--- src/rtl/core/mrohe_pkg.sv ---
`timescale 1ns / 1ps

package mrohe_pkg;

  // Geometry fixed by the field widths
  localparam int MAX_LEVELS   = 12;
  localparam int COEF_W       = 32;
  localparam int ARITY_W      = 5;
  localparam int LEVEL_W      = 4;
  localparam int OFFSET_W     = 19;
  localparam int ONE_HOT_W    = 30;
  localparam int PACK_W       = MAX_LEVELS * ARITY_W;
  localparam int CFG_ADDR_W   = 2;
  localparam int OUT_TDATA_W  = 64;

  // Divider: bits of quotient resolved per cycle, and divider steps per level
  localparam int DIV_BITS     = 8;
  localparam int DIV_STEPS    = COEF_W / DIV_BITS;
  localparam int STEP_W       = $clog2(DIV_STEPS);

  // Configuration register indexes
  localparam logic [CFG_ADDR_W-1:0] REG_LEVEL_COUNT = 2'd0;
  localparam logic [CFG_ADDR_W-1:0] REG_ARITY_PACK  = 2'd1;

  // Reset values of the configuration registers
  localparam logic [LEVEL_W-1:0] LEVEL_COUNT_RST = 4'd1;
  localparam logic [PACK_W-1:0]  ARITY_PACK_RST  = 60'd74382032555280450;

  // One queued coefficient
  typedef struct packed {
    logic [COEF_W-1:0] coefficient;
    logic              restart;
  } q_entry_t;

  // Queue head as seen by the encoder back end
  typedef struct packed {
    logic     valid;
    q_entry_t entry;
  } q_head_t;

endpackage

--- src/rtl/core/mixed_radix_one_hot_encoder.sv ---
`timescale 1ns / 1ps

// Mixed-radix one-hot encoder. Each input beat carries one 32-bit coefficient;
// the block splits it into digits by the configured per-level arities (level 0
// first) and sends one output beat per level describing a one-hot field of
// arity-1 bits at a running bit offset, with tlast on the final level and tuser
// flagging a coefficient too large for the arities. A short input queue keeps
// accepting beats while the encoder works. Each level passes through the
// shared divider, which resolves 8 quotient bits a cycle, and then loads
// the output register once it is free; the next coefficient leaves the
// queue only after the final level is committed. Configuration writes
// must be made while the block is idle.

module mixed_radix_one_hot_encoder #(
  parameter int QUEUE_DEPTH = 2
) (
  input  logic                                  clk,
  input  logic                                  rst_n,
  // Configuration write port
  input  logic                                  cfg_we,
  input  logic [mrohe_pkg::CFG_ADDR_W-1:0]      cfg_addr,
  input  logic [mrohe_pkg::PACK_W-1:0]          cfg_wdata,
  // Input stream
  input  logic                                  in_tvalid,
  output logic                                  in_tready,
  input  logic [mrohe_pkg::COEF_W-1:0]          in_tdata,  // [31:0] coefficient
  input  logic                                  in_tuser,  // [0] restart
  // Result stream
  output logic                                  out_tvalid,
  input  logic                                  out_tready,
  // [3:0] level, [22:4] bit_offset, [27:23] field_width, [57:28] one_hot, rest 0
  output logic [mrohe_pkg::OUT_TDATA_W-1:0]     out_tdata,
  output logic                                  out_tlast,
  output logic                                  out_tuser  // [0] leftover_error
);
  import mrohe_pkg::*;

  q_entry_t in_entry;
  q_head_t  head;
  logic     pop;

  assign in_entry.coefficient = in_tdata;
  assign in_entry.restart     = in_tuser;

  mrohe_front #(
    .DEPTH (QUEUE_DEPTH)
  ) u_front (
    .clk       (clk),
    .rst_n     (rst_n),
    .in_tvalid (in_tvalid),
    .in_tready (in_tready),
    .in_entry  (in_entry),
    .head      (head),
    .pop       (pop)
  );

  mrohe_back u_back (
    .clk        (clk),
    .rst_n      (rst_n),
    .cfg_we     (cfg_we),
    .cfg_addr   (cfg_addr),
    .cfg_wdata  (cfg_wdata),
    .head       (head),
    .pop        (pop),
    .out_tvalid (out_tvalid),
    .out_tready (out_tready),
    .out_tdata  (out_tdata),
    .out_tlast  (out_tlast),
    .out_tuser  (out_tuser)
  );

endmodule

--- src/rtl/core/mrohe_front.sv ---
`timescale 1ns / 1ps

module mrohe_front #(
  parameter int DEPTH = 2
) (
  input  logic              clk,
  input  logic              rst_n,
  input  logic              in_tvalid,
  output logic              in_tready,
  input  mrohe_pkg::q_entry_t in_entry,
  output mrohe_pkg::q_head_t  head,
  input  logic              pop
);
  import mrohe_pkg::*;

  localparam int PTR_W = (DEPTH > 1) ? $clog2(DEPTH) : 1;
  localparam int CNT_W = $clog2(DEPTH + 1);
  localparam logic [PTR_W-1:0] LAST_PTR = PTR_W'(DEPTH - 1);
  localparam logic [CNT_W-1:0] FULL_CNT = CNT_W'(DEPTH);

  q_entry_t          mem [DEPTH];
  logic [PTR_W-1:0]  wr_ptr_r, wr_ptr_nxt;
  logic [PTR_W-1:0]  rd_ptr_r, rd_ptr_nxt;
  logic [CNT_W-1:0]  count_r, count_nxt;
  logic              push;
  logic              do_pop;

  assign in_tready = (count_r != FULL_CNT);
  assign push      = in_tvalid && in_tready;
  assign do_pop    = pop && (count_r != '0);

  assign head.valid = (count_r != '0);
  assign head.entry = mem[rd_ptr_r];

  // Pointer and fill count update
  always_comb begin
    wr_ptr_nxt = wr_ptr_r;
    rd_ptr_nxt = rd_ptr_r;
    count_nxt  = count_r;
    if (push) begin
      wr_ptr_nxt = (wr_ptr_r == LAST_PTR) ? '0 : wr_ptr_r + 1'b1;
    end
    if (do_pop) begin
      rd_ptr_nxt = (rd_ptr_r == LAST_PTR) ? '0 : rd_ptr_r + 1'b1;
    end
    if (push && !do_pop) begin
      count_nxt = count_r + 1'b1;
    end else if (do_pop && !push) begin
      count_nxt = count_r - 1'b1;
    end
  end

  always_ff @(posedge clk) begin
    if (!rst_n) begin
      wr_ptr_r <= '0;
      rd_ptr_r <= '0;
      count_r  <= '0;
    end else begin
      wr_ptr_r <= wr_ptr_nxt;
      rd_ptr_r <= rd_ptr_nxt;
      count_r  <= count_nxt;
    end
  end

  // Queue storage
  always_ff @(posedge clk) begin
    if (push) begin
      mem[wr_ptr_r] <= in_entry;
    end
  end

endmodule

--- src/rtl/core/mrohe_back.sv ---
`timescale 1ns / 1ps

module mrohe_back (
  input  logic                                  clk,
  input  logic                                  rst_n,
  input  logic                                  cfg_we,
  input  logic [mrohe_pkg::CFG_ADDR_W-1:0]      cfg_addr,
  input  logic [mrohe_pkg::PACK_W-1:0]          cfg_wdata,
  input  mrohe_pkg::q_head_t                    head,
  output logic                                  pop,
  output logic                                  out_tvalid,
  input  logic                                  out_tready,
  output logic [mrohe_pkg::OUT_TDATA_W-1:0]     out_tdata,
  output logic                                  out_tlast,
  output logic                                  out_tuser
);
  import mrohe_pkg::*;

  localparam logic [1:0] ST_IDLE = 2'd0;
  localparam logic [1:0] ST_DIV  = 2'd1;
  localparam logic [1:0] ST_EMIT = 2'd2;
  localparam logic [LEVEL_W-1:0] MAX_LVL = LEVEL_W'(MAX_LEVELS);

  // Configuration
  logic [LEVEL_W-1:0]   level_count_r;
  logic [PACK_W-1:0]    arity_pack_r;

  // Sequencer state
  logic [1:0]           state_r, state_nxt;
  logic [COEF_W-1:0]    quo_r, quo_nxt;
  logic [ARITY_W-1:0]   rem_r, rem_nxt;
  logic [STEP_W-1:0]    step_r, step_nxt;
  logic [LEVEL_W-1:0]   lvl_r, lvl_nxt;
  logic [OFFSET_W-1:0]  offset_r, offset_nxt;

  // Output register
  logic                    out_valid_r, out_valid_nxt;
  logic [OUT_TDATA_W-1:0]  out_data_r;
  logic                    out_last_r;
  logic                    out_err_r;

  logic [ARITY_W-1:0]   arity_raw [MAX_LEVELS];
  logic [ARITY_W-1:0]   arity;
  logic [ARITY_W-1:0]   width_m1;
  logic [LEVEL_W-1:0]   last_lvl;
  logic                 is_last;
  logic                 slot_free;
  logic                 commit;
  logic [DIV_BITS-1:0]  qbits;
  logic [ARITY_W-1:0]   div_rem;
  logic [ARITY_W:0]     trial;
  logic [ONE_HOT_W-1:0] one_hot;

  // Configuration writes
  always_ff @(posedge clk) begin
    if (!rst_n) begin
      level_count_r <= LEVEL_COUNT_RST;
      arity_pack_r  <= ARITY_PACK_RST;
    end else if (cfg_we) begin
      if (cfg_addr == REG_LEVEL_COUNT) begin
        level_count_r <= cfg_wdata[LEVEL_W-1:0];
      end else if (cfg_addr == REG_ARITY_PACK) begin
        arity_pack_r <= cfg_wdata;
      end
    end
  end

  // Arity of the current level, small values forced to 2
  always_comb begin
    for (int i = 0; i < MAX_LEVELS; i++) begin
      arity_raw[i] = arity_pack_r[i*ARITY_W +: ARITY_W];
    end
  end

  assign arity    = (arity_raw[lvl_r] < 5'd2) ? 5'd2 : arity_raw[lvl_r];
  assign width_m1 = arity - 1'b1;

  // Effective level count, clamped to 1..MAX_LEVELS
  always_comb begin
    if (level_count_r == '0) begin
      last_lvl = '0;
    end else if (level_count_r > MAX_LVL) begin
      last_lvl = MAX_LVL - 1'b1;
    end else begin
      last_lvl = level_count_r - 1'b1;
    end
  end

  assign is_last = (lvl_r == last_lvl);

  // Restoring divide, eight quotient bits per cycle from the top of quo_r
  always_comb begin
    div_rem = rem_r;
    trial   = '0;
    qbits   = '0;
    for (int i = DIV_BITS - 1; i >= 0; i--) begin
      trial = {div_rem, quo_r[COEF_W-DIV_BITS+i]};
      if (trial >= {1'b0, arity}) begin
        trial    = trial - {1'b0, arity};
        qbits[i] = 1'b1;
      end
      div_rem = trial[ARITY_W-1:0];
    end
  end

  // Field contents from the final remainder (the digit)
  assign one_hot = (rem_r == '0) ? '0 : (ONE_HOT_W'(1) << (rem_r - 1'b1));

  assign slot_free = !out_valid_r || out_tready;
  assign commit    = (state_r == ST_EMIT) && slot_free;
  assign pop       = (state_r == ST_IDLE) && head.valid;

  // Sequencer
  always_comb begin
    state_nxt  = state_r;
    quo_nxt    = quo_r;
    rem_nxt    = rem_r;
    step_nxt   = step_r;
    lvl_nxt    = lvl_r;
    offset_nxt = offset_r;
    case (state_r)
      ST_IDLE: begin
        if (head.valid) begin
          quo_nxt   = head.entry.coefficient;
          rem_nxt   = '0;
          step_nxt  = '0;
          lvl_nxt   = '0;
          if (head.entry.restart) begin
            offset_nxt = '0;
          end
          state_nxt = ST_DIV;
        end
      end
      ST_DIV: begin
        quo_nxt  = {quo_r[COEF_W-DIV_BITS-1:0], qbits};
        rem_nxt  = div_rem;
        step_nxt = step_r + 1'b1;
        if (step_r == STEP_W'(DIV_STEPS - 1)) begin
          state_nxt = ST_EMIT;
        end
      end
      ST_EMIT: begin
        if (commit) begin
          offset_nxt = offset_r + OFFSET_W'(width_m1);
          if (is_last) begin
            state_nxt = ST_IDLE;
          end else begin
            lvl_nxt   = lvl_r + 1'b1;
            rem_nxt   = '0;
            step_nxt  = '0;
            state_nxt = ST_DIV;
          end
        end
      end
      default: begin
        state_nxt = ST_IDLE;
      end
    endcase
  end

  always_ff @(posedge clk) begin
    if (!rst_n) begin
      state_r  <= ST_IDLE;
      offset_r <= '0;
    end else begin
      state_r  <= state_nxt;
      offset_r <= offset_nxt;
    end
  end

  always_ff @(posedge clk) begin
    quo_r  <= quo_nxt;
    rem_r  <= rem_nxt;
    step_r <= step_nxt;
    lvl_r  <= lvl_nxt;
  end

  // Output register
  assign out_valid_nxt = commit ? 1'b1 : (out_tready ? 1'b0 : out_valid_r);

  always_ff @(posedge clk) begin
    if (!rst_n) begin
      out_valid_r <= 1'b0;
    end else begin
      out_valid_r <= out_valid_nxt;
    end
  end

  always_ff @(posedge clk) begin
    if (commit) begin
      out_data_r <= {6'd0, one_hot, width_m1, offset_r, lvl_r};
      out_last_r <= is_last;
      out_err_r  <= is_last && (quo_r != '0);
    end
  end

  assign out_tvalid = out_valid_r;
  assign out_tdata  = out_data_r;
  assign out_tlast  = out_last_r;
  assign out_tuser  = out_err_r;

endmodule

--- config.mk ---
export PLATFORM = sky130hd
export DESIGN_NAME = mixed_radix_one_hot_encoder
export DESIGN_NICKNAME = d
export VERILOG_FILES = /design/src/rtl/core/mrohe_pkg.sv /design/src/rtl/core/mixed_radix_one_hot_encoder.sv /design/src/rtl/core/mrohe_front.sv /design/src/rtl/core/mrohe_back.sv
export SDC_FILE = /design/constraint.sdc
export NUM_CORES = 1
export LEC_CHECK = 0
export ABC_AREA = 1
export BUFFER_PORTS_ARGS = -buffer_cell sky130_fd_sc_hd__buf_2
export CORE_MARGIN = 2
export CORE_UTILIZATION = 41
export CTS_CLUSTER_DIAMETER = 100
export DETAILED_ROUTE_END_ITERATION = 7
export GPL_TIMING_DRIVEN = 0
export MAX_ROUTING_LAYER = met4
export SYNTH_ARGS = -nofsm -noshare
export SYNTH_HDL_FRONTEND = slang
export SYNTH_SLANG_ARGS = --single-unit
export TNS_END_PERCENT = 30
--- constraint.sdc ---
create_clock -name clk -period 12.07 [get_ports clk]
set_input_delay 0.6035 -clock clk [delete_from_list [all_inputs] [get_ports clk]]
set_output_delay 0.6035 -clock clk [all_outputs]
set_load 0.1 [all_outputs]
### Word-level counts from Yosys, hierarchy flattened

Memory sizes are Yosys's and may differ from the RTL's. A register that Yosys moved wholly into a read port is not among the register bits.
Cells that the tools add are included.

* bits in registers: 193
* bits in latches: 0
* RAM bits: 66
* bits in read-only memories: 0
* output and inout port bits: 68
* memories: 1

Memories
* u_front.mem: words 2, bits a word 33, read ports 1, clocked after Yosys merged registers in 1, wr ports 1, line mrohe_front.sv:21 `q_entry_t mem [DEPTH];`

* $add $sub $neg: 18
* multiply operators: 0
* div/mod/pow operators: 0
* order comparisons: 11
* equal/unequal tests: 11
* shift-type cells: 1
* mux-type cells: 55
* bitwise operators: 2
* reductions and logical operators: 29

Operator list (number)
* $mux W5: 14
* $pmux W32 S2: 1
* $mux W19: 3
* $ge A6 B5 Y1: 8
* $sub A5 B5 Y5: 8
* $pmux W19 S2: 1
* $mux W32: 1
* $reduce_bool A32 Y1: 1
* $shl A1 B5 Y30 const A: 1
* $bmux W5 S4: 1
* $mux W4: 5
* $add A19 B5 Y19: 1
* $mux W1: 17
* $mux W2: 8
* $pmux W5 S3: 1
* $pmux W2 S3: 2
* $reduce_and A4 Y1: 3
* $reduce_bool A2 Y1: 5
* $sub A5 B1 Y5 const B: 2
* $pmux W4 S2: 1
* $logic_and A1 B1 Y1: 7
* $ne A2 B1 Y1 const B: 3
* $ne A2 B2 Y1 const B: 3
* $reduce_and A3 Y1: 2
* 20 further kinds: 28

### Logic depth before layout (Yosys ltp)

Gate-level depths: netlist of run 1.

* depth in word-level cells: 23
* gate-level depth with buffers: 87
* gate-level depth less buffers: 84

### By module

A second synthesis of run 1 with hierarchy kept.

* cells, all modules: 1365
* area total of the unflattened synthesis: 12987.5 um2

By module, submodules not included
* mrohe_back: instances 1, cells each 1225, area an instance 10209.8 um2
* mrohe_front: instances 1, cells each 140, area an instance 2777.7 um2

### Worst setup path before layout of run 1

OpenSTA, ideal clock, no wires.

* path type: register to register
* start: register u_back.lvl_r[0]
* end: register u_back.quo_r[0] (data pin)
* library setup time: 255 ps
* arrival time: 12357 ps
* setup slack: -542 ps
* stages on the path, launching flop included: 75
* buffers on the path: 3
* path through: edfxtp_1 > clkbuf_1 > clkbuf_1 > mux2i_1 > o221ai_1 > o211ai_1 > nand2_1 > inv_1 > nand4_1 > nand2_1 > inv_1 > fa_1 > inv_1 > nand2_1 > nand3_1 > nand3_2 > o21ai_0 > ha_1 > (+39 left out) > nand2_1 > o21ai_0 > inv_1 > fa_1 > o21ai_0 > o21bai_1 > a21oi_1 > nand3_2 > inv_2 > nand2_1 > o21ai_2 > fa_1 > a21oi_1 > o21bai_1 > a211oi_1 > nand3_4 > nor2_4 > nor2_1

* word-level cells in the longest chain between the ends: 23

RTL lines
* start, declared: line mrohe_back.sv:33 `logic [LEVEL_W-1:0] lvl_r, lvl_nxt;`
* start signal, assigned: line mrohe_back.sv:175 `lvl_r <= lvl_nxt;`
* $not A4 Y5 (implied by the code) *: line mrohe_back.sv:75 `assign arity = (arity_raw[lvl_r] < 5'd2) ? 5'd2 : arity_raw[lvl_r];`
* $bmux W5 S4 *: line mrohe_back.sv:75
* $mux W5 (implied by the code) * (2 in series): line mrohe_back.sv:75
* $lt A5 B2 Y1: line mrohe_back.sv:75
* $mux W5 *: line mrohe_back.sv:75
* $sub A5 B5 Y5 / $ge A6 B5 Y1 (equally long branches): line mrohe_back.sv:99, mrohe_back.sv:98
* $mux W5: line mrohe_back.sv:98 `if (trial >= {1'b0, arity}) begin`
* $sub A5 B5 Y5 / $ge A6 B5 Y1 (equally long branches): line mrohe_back.sv:99, mrohe_back.sv:98
* (+7 left out)
* $ge A6 B5 Y1 / $sub A5 B5 Y5 (equally long branches): line mrohe_back.sv:98, mrohe_back.sv:99
* $mux W5: line mrohe_back.sv:98
* $sub A5 B5 Y5 / $ge A6 B5 Y1 (equally long branches): line mrohe_back.sv:99, mrohe_back.sv:98
* $mux W5: line mrohe_back.sv:98
* $ge A6 B5 Y1 *: line mrohe_back.sv:98
* $mux W1 *: line mrohe_back.sv:98
* $pmux W32 S2 *: line mrohe_back.sv:121 `case (state_r)`
* via u_back.quo_nxt[0]: line mrohe_back.sv:30 `logic [COEF_W-1:0] quo_r, quo_nxt;`
* end signal, assigned: line mrohe_back.sv:172 `quo_r <= quo_nxt;`
* end, declared: line mrohe_back.sv:30

The timed path passes the listed nets; every way through them passes the cells marked *. The select of a mux whose other input is x is not followed.
A chain may end at the register's enable or synchronous reset.

### Worst setup path in the final report of run 1

Ends and elaborated chain as after synthesis.

==> flow_summary.yaml, run 1 <==
floorplanning:
  die_h_um: 180
  initial_core_util_pct: 41.5
  die_w_um: 180
  fp.coreArea_um2: 30600
  num_rows: 64
  die-area_um2: 32400
  ios: 168
synth:
  yosys-top-cells-area: "edfxtp_1, dfxtp_1, nor2_1, nand2_1, ha_1"
  yosys_warnings: 0
  yosysSeqAreaShare_pct: 54.3
  synth_edf_count: 169
  netlist_area_um2: 12700
  yosysTopAreaCellShare_pct: 39.9
  async_reset_ff_share_pct: 0
  postSynthAreaPerCell_um2: 9.20
  yosys_most_used_dff: "edfxtp_1"
  synth_cell_types: 48
  ys_ff_latch: 260
  synth_largest_area_cell: "edfxtp_1"
  synth_cells: 1382
final_layout:
  antenna_cells: 0
  final_nets: 1802
  fin_area_um2: 16200
  fin_cells: 2060
  areaGrowthSynthToFinish_pct: 27.6
  drive_gt1_share_pct: 26.7
detailed_routing:
  routed_wl_um: 32200
  wl_per_cell_um: 15.6
  drtAntennaViolNets: 0
  met1_length_um: 14400
  met2WireLength_um: 15400
  routed.top_layer: "met4"
  dr_wl_met3_um: 1580
  drc: 0
  dr.pass1.iters: 5
  first_iter_violations: 766
  avgViaCountPerCell: 5.04
  vias: 10389
timing:
  relSlewSlack_pct: 29.8
  hold-worst-slack_ns: 0.231
  setup_viol: 0
  fin_skew_ns: 0.0243
  finalCriticalPeriod_ns: 11.68
  max_freq_ghz: 0.0856
  period_share_pct: 96.8
  slew_violations: 0
  timing.final.ws_setup_ns: 0.391
  tightest_slew_ns: 1.04
  hold_viol: 0
global_routing:
  antenna_found_initial: 0
  grt_usage_pct: 19.4
  overflow: 0
  grt_pass1_wl_um: 49900
  grt_max_degree: 35
  first_global_vias: 9914
placement:
  dpl.hpwl_um: 22500
  dp.cells: 1948
  placed_cell_area_um2: 14200
  pre_cts_ws_ns: -2.47
  place.gp.congestion: 0.859
  numPortBuffers: 161
worst_setup_path:
  r2r_slack_ns: 0.39
  worstPathMaxFanout: 10
  end_kind: "register"
  cp.required_ns: 12.38
  cp.arrival_ns: 11.99
  slowest_delay_ns: 0.53
  path_common_cell: "inv_2"
  cpMaxStageDelayCell: "edfxtp_1"
  cp-start-kind: "register"
  worstSetupPathType: "reg2reg"
worst_hold_path:
  hold_class: "in2reg"
clocking:
  cts_hold_buffers: 0
  cts_sinks: 260
  cts_tree: "built"
  insertion_delay_ns: 0.56
  root_buffer: "clkbuf_16"
  cts_buffer_depth: 3
  numCtsBuffers: 28
  h-tree-depth: 1
  path_clk_slew_ns: 0.07
run:
  cap_violations: 0
outcome:
  status: "complete, no violations"
==> layer usage <==
layer  vias up  track usage, %
li1       5184               -
met2       282            32.2
met4         0            4.65
met5         -               -
met3        66            2.43
met1      4857            25.4
==> layout make-up <==
| class | count | area, um2 |
|---|---|---|
| tap | 396 | 495 |
| clock buffer | 37 | 734 |
| buffer | 51 | 273 |
| fill | 2794 | 14400 |
| inverter | 132 | 518 |
| clock inverter | 15 | 129 |
| multi-input combinational | 943 | 5780 |
| timing repair buffer | 226 | 1400 |
| sequential | 260 | 6900 |
==> cell families (layout without fill, tap and decap cells) <==
kind of cell | after synthesis | count (layout) | synth area share, %
AND/OR/NAND/NOR | 599 | 599 | 20.3
XOR/XNOR | 31 | 31 | 2.14
multiplexers | 8 | 8 | 0.630
buffers and inverters | 184 | 461 | 5.67
adder cells (fa/ha/maj) | 60 | 60 | 6.44
flip-flops | 260 | 260 | 54.3
other | 1 | 6 | 0.0295
AO/OA/AOI/OAI | 239 | 239 | 10.5
==> synthesized netlist by cell type (2+ instances only) <==
cell and count:
a211oi_1 2, a21oi_1 92, a31oi_1 9, a32o_1 2, buf_1 3, buf_4 6
clkbuf_1 42, clkinv_1 4, dfxtp_1 91, edfxtp_1 169, fa_1 9, ha_1 51
inv_1 125, inv_2 3, mux2i_1 8, nand2_1 222, nand2_2 9, nand2_4 3
nand3_1 59, nand3_2 5, nand3_4 5, nand3b_1 4, nand4_1 7, nor2_1 254
nor2_2 10, nor2_4 2, nor3_1 6, nor3b_1 2, nor4_1 8, o211ai_1 3
o21ai_0 100, o21ai_2 4, o21bai_1 4, o221ai_1 8, o31ai_1 3, o32ai_1 7
xnor2_1 8, xor2_1 23
==> placed cells by master (no fill, tap or decap), types with 7 or more instances in the layout <==
cell type and instances:
buf_4 63, a21oi_1 83, o21ai_4 7, nor4_1 8, mux2i_1 7, clkbuf_1 41, nand3_4 8, buf_2 161
o21ai_0 89, inv_2 19, a31oi_1 9, nand2_1 187, nand2_2 33, nor2_1 250, ha_4 18, nand3_1 56
a21oi_2 8, dfxtp_1 91, clkbuf_16 29, ha_1 32, edfxtp_1 169, xor2_1 23, xnor2_1 8, nand4_1 7
inv_1 103, nor2_2 10, o221ai_1 7, fa_2 8, nand2_4 14, clkinv_1 8
==> critical path: cells and delay by family, from the launching register on <==
kind	cells	cell delay (ns)
AO/OA/AOI/OAI	19	2.94
adder cells (fa/ha/maj)	8	2.77
buffers and inverters	16	1.62
flip-flops	1	0.53
AND/OR/NAND/NOR	32	3.51
==> path summary, 6_finish.rpt <==
path	startpoint	end	depth (start not counted)
max	u_back.lvl_r[0]$_SDFFCE_PN0P_	u_back.quo_r[0]$_DFFE_PP_	75
min	in_tdata[28]	u_front.mem[0][29]$_DFFE_PP_	1
max reg2reg	u_back.lvl_r[0]$_SDFFCE_PN0P_	u_back.quo_r[0]$_DFFE_PP_	75
min reg2reg	u_back.offset_r[18]$_SDFFE_PN0P_	u_back.out_tdata[22]$_DFFE_PP_	0
==> through the flow <==
stage	util [%]	TNS, ns
final	53.0	0
after global routing	53.0	-1.03
after CTS	50.7	0
after detailed placement	46.4	-15.37
after global placement	46.0	-13.80
after floorplan	-	0
==> repair_timing <==
action / 4_1_cts / 5_1_grt
setup endpoints to repair: 7 / 6
buffers inserted: 32 / 27
endpoints found under the hold margin: 0 / 0
pin swaps: 22 / 68
gates cloned: 1 / 1
gates resized for setup: 61 / 112
==> state kept, by name (all words and copies together), names as in the netlist, named ones only <==
register	flops
u_front.mem	66
u_back.arity_pack_r	60
u_back.out_tdata	58
u_back.quo_r	32
u_back.offset_r	19
u_back.rem_r	5
u_back.level_count_r	4
u_back.lvl_r	4
u_back.state_r	2
u_back.step_r	2
u_front.count_r	2
u_back.out_tlast	1
u_back.out_tuser	1
u_back.out_tvalid	1
u_front.rd_ptr_r	1
u_front.wr_ptr_r	1
Power of run 1 is left out: the tool's default activity adds up to more than one toggle a clock period on the data nets, which glitch-free logic cannot reach.
==> inputs of run 2 (changes only) <==
- CTS_CLUSTER_DIAMETER: 100 -> default
- SYNTH_HIERARCHICAL: default -> 1
==> flow_summary.yaml, run 2 <==
worst_setup_path:
  cp.arrival_ns: 12.10
  worstSetupPathType: "reg2reg"
  end_kind: "register"
  cp-start-kind: "register"
  cp.required_ns: 12.38
  slowest_delay_ns: 0.44
  worstPathMaxFanout: 8
  path_common_cell: "nand2_2"
  cpMaxStageDelayCell: "edfxtp_1"
floorplanning:
  die-area_um2: 33100
  die_w_um: 182
  fp.coreArea_um2: 31400
  die_h_um: 182
  ios: 168
  num_rows: 65
  initial_core_util_pct: 41.4
clocking:
  insertion_delay_ns: 0.56
  cts_sinks: 260
  cts_hold_buffers: 0
  numCtsBuffers: 29
  root_buffer: "clkbuf_16"
  cts_buffer_depth: 3
  path_clk_slew_ns: 0.06
  cts_tree: "built"
  h-tree-depth: 1
detailed_routing:
  routed_wl_um: 31500
  wl_per_cell_um: 15.3
  dr.pass1.iters: 5
  avgViaCountPerCell: 4.96
  first_iter_violations: 621
  drc: 0
  drtAntennaViolNets: 0
  vias: 10179
timing:
  fin_skew_ns: 0.0189
  slew_violations: 0
  max_freq_ghz: 0.0848
  finalCriticalPeriod_ns: 11.79
  period_share_pct: 97.7
  setup_viol: 0
  relSlewSlack_pct: 33.4
  timing.final.ws_setup_ns: 0.281
  tightest_slew_ns: 0.988
  hold_viol: 0
  rsz0062_at_grt: "true"
final_layout:
  drive_gt1_share_pct: 29.2
  layout_commonest_cell: "nor2_1"
  fin_cells: 2054
  utilization_pct: 53.2
  final_nets: 1789
  layout_common_cells: "nor2_1, nand2_1, edfxtp_1"
  largest_register_ffs: 66
  top_register: "u_front/mem"
  areaGrowthSynthToFinish_pct: 28.5
  fin_area_um2: 16700
  antenna_cells: 0
synth:
  postSynthAreaPerCell_um2: 9.51
  yosysMostFrequentCell: "nand2_1"
  netlist_area_um2: 13000
  synth_cells: 1365
  yosys_warnings: 6
  async_reset_ff_share_pct: 0
  synth_cell_types: 52
  ys_ff_latch: 260
  yosysTopAreaCellShare_pct: 39.1
  netlist_top_cells_count: "nand2_1, nor2_1, edfxtp_1"
  yosysSeqAreaShare_pct: 53.1
  yosys_most_used_dff: "edfxtp_1"
  synth_edf_count: 169
  yosys-top-cells-area: "edfxtp_1, dfxtp_1, nand2_1, nor2_1, ha_1"
  synth_largest_area_cell: "edfxtp_1"
placement:
  numPortBuffers: 161
  placed_cell_area_um2: 14500
  dp.cells: 1937
  place.gp.congestion: 0.886
  pre_cts_ws_ns: -2.66
  dpl.hpwl_um: 22000
global_routing:
  overflow: 0
  grt_pass1_wl_um: 49500
  grt_max_degree: 34
  grt_usage_pct: 19.1
  antenna_found_initial: 1
  first_global_vias: 9712
worst_hold_path:
  hold_class: "in2reg"
run:
  cap_violations: 0
outcome:
  status: "complete, no violations"
## run 2: changes by cell type in the layout (fill, tap and decap cells not counted), moves of 16 or more
cell / previous run / this run
inv_1: 103 / 119
a21oi_1: 83 / 30
nand2_1: 187 / 206
nor2_1: 250 / 212
mux2_4: 0 / 30
## run 2: per-stage QoR
stage | TNS (ns) | hold WS, ns
floorplan | 0 | 0.408
global placement | -16.09 | 0.415
detailed placement | -16.90 | 0.423
CTS | 0 | 0.204
global route | -2.18 | 0.206
finish | 0 | 0.229
## run 2: area by class of cell
cell class                      count  area, um2
Clock inverter                     23        260
Timing Repair Buffer              228       1410
Tap cell                          402        503
Inverter                          146        588
Buffer                             49        332
Sequential cell                   260       6900
Clock buffer                       31        733
Multi-Input combinational cell    915       5970
Fill cell                        2786      14700
## run 2: final timing paths
check                                                      start                        endpoint  slack [ns]  cells after the start
worst max-delay path               u_back/lvl_r[0]$_SDFFCE_PN0P_       u_back/quo_r[0]$_DFFE_PP_        0.28                     82
worst min-delay path                                 in_tdata[3]     u_front/mem[1][4]$_DFFE_PP_        0.23                      1
worst max register to register     u_back/lvl_r[0]$_SDFFCE_PN0P_       u_back/quo_r[0]$_DFFE_PP_        0.28                     82
worst min register to register  u_back/offset_r[12]$_SDFFE_PN0P_  u_back/out_tdata[16]$_DFFE_PP_        0.44                      0
## run 2: routing by layer
metal | part of all wire (%) | GRT usage, % | vias to the layer above
met2 | 47 | 30.9 | 279
met3 | 6.0 | 2.95 | 48
met1 | 45 | 25.2 | 4727
met5 | 0 | - | -
met4 | 2.1 | 5.06 | 0
li1 | - | - | 5125
## run 2: cells by family after synthesis
group / count (synthesis) / share of synthesized area [%]
and+or+nand+nor: 585 / 19.6
buffers and inverters: 195 / 6.24
adders and majority gates: 60 / 6.30
xor gates and xnor gates: 32 / 2.16
muxes: 41 / 4.34
DFF: 260 / 53.1
other: 1 / 0.0289
AOI/OAI and AO/OA: 191 / 8.24
## run 2: timing repair
action	4_1_cts	5_1_grt
endpoints found under the setup margin	7	6
gates resized for setup	83	98
pin swaps	31	57
setup buffers	29	32
gates cloned	1	0
## run 2: worst max-delay path: cells and delay by family, from the launching register on
| kind | cells | cell delay, ns |
|---|---|---|
| buf+inv | 18 | 1.55 |
| simple gates | 38 | 4.11 |
| fa+ha+maj | 9 | 2.94 |
| compound gates | 17 | 2.44 |
| flops | 1 | 0.44 |
Power of run 2 is left out for the same reason.
